==> config.mk <==
export PLATFORM = sky130hd
export DESIGN_NAME = civil_date_day_count_converter
export DESIGN_NICKNAME = d
export VERILOG_FILES = /design/src/rtl/cdc_pkg.sv /design/src/rtl/civil_date_day_count_converter.sv
export SDC_FILE = /design/constraint.sdc
export NUM_CORES = 2
export LEC_CHECK = 0
export BUFFER_PORTS_ARGS = -buffer_cell sky130_fd_sc_hd__clkbuf_2
export CAP_MARGIN = 20
export CORE_MARGIN = 1
export CORE_UTILIZATION = 29
export DETAILED_ROUTE_END_ITERATION = 12
export GPL_TIMING_DRIVEN = 0
export HOLD_SLACK_MARGIN = 0.1
export PLACE_DENSITY = 0.54
export SLEW_MARGIN = 20
export SYNTH_ARGS = -nofsm -noshare
export SYNTH_HDL_FRONTEND = slang
export SYNTH_SLANG_ARGS = --single-unit
==> constraint.sdc <==
create_clock -name clk_i -period 9.6 [get_ports clk_i]
set_input_delay 0.48 -clock clk_i [delete_from_list [all_inputs] [get_ports clk_i]]
set_output_delay 0.48 -clock clk_i [all_outputs]
set_load 0.005 [all_outputs]
==> src/rtl/cdc_pkg.sv <==
// Package: constants, types and tables for the civil date / day count converter.
package cdc_pkg;

  // Accepted year range
  localparam int unsigned YEAR_FIRST = 1970;
  localparam int unsigned YEAR_LAST  = 9999;
  localparam logic [13:0] YEAR_MIN = 14'((YEAR_FIRST < 1970) ? 1970 : YEAR_FIRST);
  localparam logic [13:0] YEAR_MAX = 14'(YEAR_LAST);

  // Day counts of the calendar cycles, counted from 0000-03-01
  localparam logic [22:0] EPOCH_SHIFT = 23'd719468;
  localparam logic [17:0] ERA_DAYS    = 18'(365 * 400 + 97);
  localparam logic [15:0] CENT_DAYS   = 16'(365 * 100 + 24);
  localparam logic [10:0] QUAD_DAYS   = 11'(365 * 4 + 1);
  localparam logic [8:0]  YEAR_DAYS   = 9'd365;

  // Reciprocals for division by constants
  localparam int unsigned ERA_SHIFT  = 41;
  localparam logic [23:0] ERA_RECIP  = 24'((64'd1 << ERA_SHIFT) / 64'(ERA_DAYS));
  localparam int unsigned QUAD_SHIFT = 32;
  localparam logic [21:0] QUAD_RECIP = 22'((64'd1 << QUAD_SHIFT) / 64'(QUAD_DAYS));
  localparam int unsigned WEEK_SHIFT = 32;
  localparam logic [29:0] WEEK_RECIP = 30'((64'd1 << WEEK_SHIFT) / 64'd7);
  // Rounded-up reciprocal, exact for every 14-bit numerator
  localparam int unsigned HUND_SHIFT = 20;
  localparam logic [13:0] HUND_RECIP = 14'(((64'd1 << HUND_SHIFT) + 64'd99) / 64'd100);

  typedef enum logic [2:0] {
    ERR_NONE  = 3'd0,
    ERR_YEAR  = 3'd1,
    ERR_MONTH = 3'd2,
    ERR_DAY   = 3'd3,
    ERR_COUNT = 3'd4
  } err_e;

  // Working word carried down the pipeline
  typedef struct packed {
    logic        mode;
    logic [4:0]  day;
    logic [3:0]  month;
    logic [13:0] year;
    logic [21:0] cnt;
    err_e        err;
    logic [13:0] sy;     // March-based year
    logic [3:0]  sm;     // March-based month index
    logic [7:0]  q100y;  // year / 100
    logic [7:0]  q100s;  // sy / 100
    logic [22:0] part;   // day count of whole years
    logic [22:0] z;      // count shifted to 0000-03-01
    logic [5:0]  era;
    logic [18:0] rem;
    logic [1:0]  cent;
    logic [4:0]  quad;
    logic [20:0] wq;     // (cnt + 4) / 7 estimate
    logic [2:0]  wd;
  } pipe_t;

  // Length of a month, 1..12
  function automatic logic [4:0] month_len(input logic [3:0] m, input logic leap);
    logic [4:0] len;
    case (m)
      4'd2:    len = leap ? 5'd29 : 5'd28;
      4'd4:    len = 5'd30;
      4'd6:    len = 5'd30;
      4'd9:    len = 5'd30;
      4'd11:   len = 5'd30;
      default: len = 5'd31;
    endcase
    return len;
  endfunction

  // Days before March-based month mi: (153 * mi + 2) / 5
  function automatic logic [8:0] month_offset(input logic [3:0] mi);
    logic [8:0] off;
    case (mi)
      4'd0:    off = 9'd0;
      4'd1:    off = 9'd31;
      4'd2:    off = 9'd61;
      4'd3:    off = 9'd92;
      4'd4:    off = 9'd122;
      4'd5:    off = 9'd153;
      4'd6:    off = 9'd184;
      4'd7:    off = 9'd214;
      4'd8:    off = 9'd245;
      4'd9:    off = 9'd275;
      4'd10:   off = 9'd306;
      4'd11:   off = 9'd337;
      default: off = 9'd0;
    endcase
    return off;
  endfunction

endpackage

==> src/rtl/civil_date_day_count_converter.sv <==
// Top level: pipelined Gregorian date <-> day count converter.
//
//  channel | handshake                 | word
//  --------+---------------------------+----------------------------------------------
//  input   | in_valid_i / in_ready_o   | mode, in_day, in_month, in_year, in_day_count
//  output  | out_valid_o / out_ready_i | out_day_count, out_day, out_month, out_year,
//          |                           | weekday, error_code
//
// Eleven register stages; one word can enter every cycle unless out_ready_i is low and
// every stage is full. The longest stage is a reciprocal multiply (23 x 30 bits).
// Each stage loads when it is empty or the stage after it loads, so bubbles collapse
// and the input keeps taking words while a result waits at the output, until every
// stage is full. Reset clears the stage valid bits only.
module civil_date_day_count_converter
  import cdc_pkg::*;
(
  input  logic        clk_i,
  input  logic        rst_ni,
  input  logic        in_valid_i,
  output logic        in_ready_o,
  input  logic        mode_i,
  input  logic [4:0]  in_day_i,
  input  logic [3:0]  in_month_i,
  input  logic [13:0] in_year_i,
  input  logic [21:0] in_day_count_i,
  output logic        out_valid_o,
  input  logic        out_ready_i,
  output logic [21:0] out_day_count_o,
  output logic [4:0]  out_day_o,
  output logic [3:0]  out_month_o,
  output logic [13:0] out_year_o,
  output logic [2:0]  weekday_o,
  output logic [2:0]  error_code_o
);

  localparam int NUM_STAGES = 11;
  localparam int LAST = NUM_STAGES - 1;

  pipe_t st_q [NUM_STAGES];
  pipe_t st_d [NUM_STAGES];
  logic [NUM_STAGES-1:0] valid_q;
  logic [NUM_STAGES-1:0] en;

  // Stage enables: load when empty or when the next stage loads
  always_comb begin
    en[LAST] = !valid_q[LAST] || out_ready_i;
    for (int k = LAST - 1; k >= 0; k--) begin
      en[k] = !valid_q[k] || en[k+1];
    end
  end

  assign in_ready_o = en[0];

  // Valid bits
  always_ff @(posedge clk_i or negedge rst_ni) begin
    if (!rst_ni) begin
      valid_q <= '0;
    end else begin
      if (en[0]) begin
        valid_q[0] <= in_valid_i;
      end
      for (int k = 1; k < NUM_STAGES; k++) begin
        if (en[k]) begin
          valid_q[k] <= valid_q[k-1];
        end
      end
    end
  end

  // Stage payload
  always_ff @(posedge clk_i) begin
    for (int k = 0; k < NUM_STAGES; k++) begin
      if (en[k]) begin
        st_q[k] <= st_d[k];
      end
    end
  end

  // S0: capture, year and month checks, March-based year; shift count to 0000-03-01
  always_comb begin
    st_d[0]       = '0;
    st_d[0].mode  = mode_i;
    st_d[0].day   = in_day_i;
    st_d[0].month = in_month_i;
    st_d[0].year  = in_year_i;
    st_d[0].cnt   = in_day_count_i;
    st_d[0].err   = ERR_NONE;
    if (!mode_i) begin
      if (in_year_i < YEAR_MIN || in_year_i > YEAR_MAX) begin
        st_d[0].err = ERR_YEAR;
      end else if (in_month_i == 4'd0 || in_month_i > 4'd12) begin
        st_d[0].err = ERR_MONTH;
      end
    end
    st_d[0].sy = (in_month_i <= 4'd2) ? in_year_i - 14'd1 : in_year_i;
    st_d[0].sm = (in_month_i > 4'd2) ? in_month_i - 4'd3 : in_month_i + 4'd9;
    st_d[0].z  = {1'b0, in_day_count_i} + EPOCH_SHIFT;
  end

  // S1: year / 100, sy / 100, era estimate
  always_comb begin
    logic [27:0] prod_y;
    logic [27:0] prod_s;
    logic [46:0] prod_e;
    st_d[1]       = st_q[0];
    prod_y        = st_q[0].year * HUND_RECIP;
    prod_s        = st_q[0].sy * HUND_RECIP;
    prod_e        = st_q[0].z * ERA_RECIP;
    st_d[1].q100y = 8'(prod_y >> HUND_SHIFT);
    st_d[1].q100s = 8'(prod_s >> HUND_SHIFT);
    st_d[1].era   = 6'(prod_e >> ERA_SHIFT);
  end

  // S2: leap rule, day check, whole-year days; era remainder
  always_comb begin
    logic [14:0] hund_y;
    logic        y_div100;
    logic        leap;
    logic [4:0]  mlen;
    logic [22:0] era_days;
    st_d[2]  = st_q[1];
    hund_y   = 15'(st_q[1].q100y) * 15'd100;
    y_div100 = (hund_y == {1'b0, st_q[1].year});
    leap     = (st_q[1].year[1:0] == 2'b00 && !y_div100) ||
               (y_div100 && st_q[1].q100y[1:0] == 2'b00);
    mlen     = month_len(st_q[1].month, leap);
    if (!st_q[1].mode && st_q[1].err == ERR_NONE &&
        (st_q[1].day == 5'd0 || st_q[1].day > mlen)) begin
      st_d[2].err = ERR_DAY;
    end
    st_d[2].part = 23'(st_q[1].sy) * 23'(YEAR_DAYS) + 23'(st_q[1].sy[13:2])
                 - 23'(st_q[1].q100s) + 23'(st_q[1].q100s[7:2]);
    era_days     = 23'(st_q[1].era) * 23'(ERA_DAYS);
    st_d[2].rem  = 19'(st_q[1].z - era_days);
  end

  // S3: final day count for dates; era correction for counts
  always_comb begin
    st_d[3] = st_q[2];
    if (!st_q[2].mode) begin
      st_d[3].cnt = 22'(st_q[2].part + 23'(month_offset(st_q[2].sm))
                        + 23'(st_q[2].day) - 23'd1 - EPOCH_SHIFT);
    end
    if (st_q[2].rem >= 19'(ERA_DAYS)) begin
      st_d[3].era = st_q[2].era + 6'd1;
      st_d[3].rem = st_q[2].rem - 19'(ERA_DAYS);
    end
  end

  // S4: weekday quotient estimate; century within era
  always_comb begin
    logic [22:0] x;
    logic [52:0] prod_w;
    logic [19:0] t;
    logic [1:0]  cent;
    logic [18:0] cent_days;
    st_d[4]    = st_q[3];
    x          = 23'(st_q[3].cnt) + 23'd4;
    prod_w     = x * WEEK_RECIP;
    st_d[4].wq = 21'(prod_w >> WEEK_SHIFT);
    t          = {st_q[3].rem[17:0], 2'b11};
    if (t >= 20'(3 * ERA_DAYS)) begin
      cent = 2'd3;
    end else if (t >= 20'(2 * ERA_DAYS)) begin
      cent = 2'd2;
    end else if (t >= 20'(ERA_DAYS)) begin
      cent = 2'd1;
    end else begin
      cent = 2'd0;
    end
    cent_days    = 19'(cent) * 19'(CENT_DAYS);
    st_d[4].cent = cent;
    st_d[4].rem  = st_q[3].rem - cent_days;
  end

  // S5: weekday remainder; 4-year cycle estimate
  always_comb begin
    logic [3:0]  r;
    logic [36:0] prod_q;
    st_d[5]      = st_q[4];
    r            = st_q[4].cnt[3:0] + 4'd4 - 4'(st_q[4].wq[3:0] * 4'd7);
    st_d[5].wd   = (r >= 4'd7) ? 3'(r - 4'd7) : r[2:0];
    prod_q       = 37'(st_q[4].rem[15:0]) * 37'(QUAD_RECIP);
    st_d[5].quad = 5'(prod_q >> QUAD_SHIFT);
  end

  // S6: 4-year cycle remainder
  always_comb begin
    logic [18:0] quad_days;
    st_d[6]     = st_q[5];
    quad_days   = 19'(st_q[5].quad) * 19'(QUAD_DAYS);
    st_d[6].rem = st_q[5].rem - quad_days;
  end

  // S7: 4-year cycle correction
  always_comb begin
    st_d[7] = st_q[6];
    if (st_q[6].rem >= 19'(QUAD_DAYS)) begin
      st_d[7].quad = st_q[6].quad + 5'd1;
      st_d[7].rem  = st_q[6].rem - 19'(QUAD_DAYS);
    end
  end

  // S8: year within cycle (last one absorbs the leap day), March-based year
  always_comb begin
    logic [1:0] yic;
    st_d[8] = st_q[7];
    if (st_q[7].rem >= 19'(3 * YEAR_DAYS)) begin
      yic = 2'd3;
    end else if (st_q[7].rem >= 19'(2 * YEAR_DAYS)) begin
      yic = 2'd2;
    end else if (st_q[7].rem >= 19'(YEAR_DAYS)) begin
      yic = 2'd1;
    end else begin
      yic = 2'd0;
    end
    st_d[8].rem = st_q[7].rem - 19'(yic) * 19'(YEAR_DAYS);
    st_d[8].sy  = 14'(st_q[7].era) * 14'd400 + 14'(st_q[7].cent) * 14'd100
                + {7'd0, st_q[7].quad, 2'b00} + 14'(yic);
  end

  // S9: month and day from day of March-based year
  always_comb begin
    logic [3:0] mi;
    logic [8:0] doy;
    st_d[9] = st_q[8];
    doy     = st_q[8].rem[8:0];
    mi      = 4'd0;
    for (int k = 1; k < 12; k++) begin
      if (doy >= month_offset(4'(k))) begin
        mi = 4'(k);
      end
    end
    if (st_q[8].mode) begin
      st_d[9].day   = 5'(doy - month_offset(mi) + 9'd1);
      st_d[9].month = (mi < 4'd10) ? mi + 4'd3 : mi - 4'd9;
      st_d[9].year  = st_q[8].sy + ((mi >= 4'd10) ? 14'd1 : 14'd0);
    end
  end

  // S10: count range check, clear fields on error
  always_comb begin
    st_d[10] = st_q[9];
    if (st_q[9].mode && (st_q[9].year < YEAR_MIN || st_q[9].year > YEAR_MAX)) begin
      st_d[10].err = ERR_COUNT;
    end
    if (st_d[10].err != ERR_NONE) begin
      st_d[10].cnt   = '0;
      st_d[10].day   = '0;
      st_d[10].month = '0;
      st_d[10].year  = '0;
      st_d[10].wd    = '0;
    end
  end

  // Output word
  assign out_valid_o     = valid_q[LAST];
  assign out_day_count_o = st_q[LAST].cnt;
  assign out_day_o       = st_q[LAST].day;
  assign out_month_o     = st_q[LAST].month;
  assign out_year_o      = st_q[LAST].year;
  assign weekday_o       = st_q[LAST].wd;
  assign error_code_o    = st_q[LAST].err;

endmodule
==> flow_metrics.py <==
metrics = {
    "outcome": {
        "outcome": "completed",
    },
    "critical_path": {
        "r2r-end": "st_q[1][55]$_DFFE_PP_",
        "worstPathArrival_ns": 7.60,
        "crit_type": "reg -> reg",
        "reg2regPathDepth": 20,
        "required_ns": 10.03,
        "critPathMostFrequentCell": "fa_1",
        "crit_path_end_kind": "flop",
        "crit_path_start_kind": "flop",
        "cp_slowest_cell": "edfxtp_1",
        "crit_fanout": 7,
        "path_buf_inv": 4,
        "r2r_slack_ns": 2.43,
        "path_cells": "inv_1, fa_1, inv_1, fa_1, fa_1, inv_1, fa_1, fa_1, fa_1, fa_1, inv_1, ha_1, nand3_1, nor2_1, a311oi_1, nand3_1, o21ai_1, nand3_1, a221oi_2, xnor2_1",
        "rr_startpoint": "st_q[0][59]$_DFFE_PP_",
        "max_stage_delay_ns": 0.75,
        "cp_top_family": "adder cells",
    },
    "hold_path": {
        "hold_class": "in -> async",
    },
    "timing": {
        "relSlewSlack": 0.3480,
        "report.final.slew_viol_count": 0,
        "rsz0062_at_grt": "no",
        "setup_viol": 0,
        "finalHoldViolCount": 0,
        "min_period_over_period": 0.7465,
        "fin_crit_ns": 7.166,
        "max_freq_mhz": 139.5,
        "skew_ns": 0.06550,
        "worst_pin_slew_ns": 0.9645,
        "final.setup.worst_slack_ns": 2.434,
    },
    "floorplanning": {
        "dieHeight_um": 474.1,
        "rows": 172,
        "core_area_mm2": 0.2206,
        "pin_count": 103,
        "die_area_mm2": 0.2248,
        "initial_core_util": 0.2930,
        "die_width_um": 474.1,
    },
    "placed_design": {
        "place_worst_setup_slack_ns": 2.463,
        "dpl.hpwl_mm": 109.1,
        "placedInstanceArea_mm2": 0.06936,
        "place_congestion": 0.8577,
        "portBuffers": 102,
    },
    "cts": {
        "tritoncts": "yes",
        "hold_buffers": 47,
        "cts_root_buf": "clkbuf_16",
        "cts.path.max_buffers": 3,
        "numClockSinks": 879,
        "cts_resized": 0,
        "numCtsBuffers": 90,
        "cts_max_level": 3,
        "clk_pin_slew_ns": 0.07,
        "clk_latency_ns": 0.71,
        "post_cts_buffers": 0,
    },
    "yosys": {
        "synth_area_mm2": 0.06463,
        "ys_types": 78,
        "synth_nets": 6746,
        "yosysSeqAreaShare": 0.4075,
        "ys.flop_type": "edfxtp_1",
        "synth_edf_count": 868,
        "yosys_warnings": 0,
        "async_flop_share": 0.01251,
        "syn-mean-instance-area_um2": 12.59,
        "netlist_instances": 5133,
        "synth-seq-cells": 879,
    },
    "detailed_routing": {
        "wl_per_cell_um": 15.75,
        "drt_iter0_markers": 1883,
        "antenna_left": 0,
        "first_pass_iters": 6,
        "drt_wl_total_mm": 132.9,
        "drc": 0,
        "viasPerCell": 4.321,
        "num_vias": 36442,
    },
    "finish": {
        "syn2layout_area_growth_pct": 12.77,
        "final_nets": 7013,
        "finalInstanceArea_mm2": 0.07289,
        "drive_gt1_frac": 0.06138,
        "fillers": 21787,
    },
    "grt": {
        "grt_first_pass_wirelength_mm": 212.4,
        "antenna_found_initial": 7,
        "grt_max_degree": 56,
        "grtUsageTotal": 0.1213,
        "grt_overflow": 0,
        "grt_pass1_vias": 38444,
    },
    "flow_run": {
        "maxCapViolCount": 0,
    },
}
[layout make-up]
type	count	area [µm²]	area share
multi-input combinational	3093	33980	0.4662
sequential	879	26340	0.3614
inverter	1132	4257	0.05840
tap	2958	3701	0.05078
clock buffer	106	2312	0.03172
timing repair buffer	175	1430	0.01962
clock inverter	60	738.2	0.01013
buffer	29	121.4	0.001665
antenna	2	5.005	0.00006867
[how the worst max path moves through the flow]
| stage | startpoint | to | cells past startpoint |
|---|---|---|---|
| 6_report | st_q[0][59]$_DFFE_PP_ | st_q[1][55]$_DFFE_PP_ | 20 |
| 5_1_grt | st_q[3][148]$_DFFE_PP_ | st_q[4][5]$_DFFE_PP_ | 24 |
| 4_1_cts | st_q[0][59]$_DFFE_PP_ | st_q[1][55]$_DFFE_PP_ | 20 |
| 3_5_place_dp | st_q[3][149]$_DFFE_PP_ | st_q[4][5]$_DFFE_PP_ | 24 |
| 3_3_place_gp | out_ready_i | st_q[0][139]$_DFFE_PP_ | 7 |
| 2_1_floorplan | out_ready_i | st_q[0][118]$_DFFE_PP_ | 6 |
[synthesized netlist by cell type (all sizes together) (19+ instances only)]
library cell / instances / area share
nand2b: 30 / 0.0029
clkbuf: 24 / 0.0014
fa: 618 / 0.19
nand3: 61 / 0.0047
nand4: 40 / 0.0039
a21oi: 161 / 0.013
a211oi: 22 / 0.0028
o21ai: 120 / 0.0093
nor2b: 35 / 0.0034
edfxtp: 868 / 0.40
and2: 57 / 0.0055
nor2: 167 / 0.0097
xnor2: 187 / 0.025
or2: 19 / 0.0019
and3: 23 / 0.0022
xor2: 98 / 0.013
nor3: 51 / 0.0040
inv: 1132 / 0.066
nand2: 134 / 0.0078
a21o: 81 / 0.0094
o21a: 38 / 0.0044
ha: 945 / 0.18
[placed cells by master (no fill, tap or decap), drive strengths merged, types with 15 or more instances in the layout]
cell type,Yosys,routed
clkbuf,24,232
a21oi,161,161
inv,1132,1139
nand3,61,61
dlygate4sd3,0,47
and3,23,23
or2,19,19
o21ai,120,120
a211oi,22,22
xor2,98,98
buf,5,31
o21a,38,38
fa,618,618
nand2,134,134
mux2,15,15
a21o,81,81
clkinv,0,38
edfxtp,868,868
nor3,51,51
xnor2,187,187
nor2,167,167
and2,57,57
ha,945,945
nand4,40,40
nand2b,30,30
nor2b,35,35
[state kept, by name, summed over array words and instances, names as in the netlist]
| name | cells |
|---|---|
| st_q | 868 |
| valid_q | 11 |
[per-stage QoR]
| stage | utilization | hold WS [ns] | std cells | TNS (ns) |
|---|---|---|---|---|
| 3_5_place_dp | 0.3144 | 0.3910 | 8219 | 0 |
| 6_report | 0.3304 | 0.1704 | 8434 | 0 |
| 2_1_floorplan | - | 0.1844 | 5133 | 0 |
| 3_3_place_gp | 0.3121 | 0.3888 | 8193 | -980.39 |
| 4_1_cts | 0.3304 | 0.1184 | 8432 | 0 |
| 5_1_grt | 0.3304 | 0.1335 | 8433 | 0 |
[layer usage]
layer | part of all wire | track usage | routed length [µm]
met4 | 0.028 | 0.03632 | 3661
met2 | 0.47 | 0.1984 | 61870
met1 | 0.47 | 0.1650 | 62870
met3 | 0.034 | 0.01821 | 4461
met5 | 0.000083 | 0 | 11
[logic make-up after synthesis]
kind of cell / share of synthesized area
and+or+nand+nor: 0.05070
muxes: 0.003078
xor gates and xnor gates: 0.03862
AOI/OAI and AO/OA: 0.05808
adders and majority gates: 0.3744
buffers and inverters: 0.06762
DFF: 0.4075
[worst register-to-register path, stage by stage (launching register included)]
cell and delay (ns):
edfxtp_1 0.75, inv_1 0.27, fa_1 0.55, inv_1 0.06
fa_1 0.48, fa_1 0.54, inv_1 0.05, fa_1 0.50
fa_1 0.52, fa_1 0.55, fa_1 0.58, inv_1 0.05
ha_1 0.34, nand3_1 0.15, nor2_1 0.12, a311oi_1 0.47
nand3_1 0.13, o21ai_1 0.23, nand3_1 0.19, a221oi_2 0.31
xnor2_1 0.09
Power is left out: the tool's default activity adds up to more than one toggle a clock period on the data nets, which glitch-free logic cannot reach.
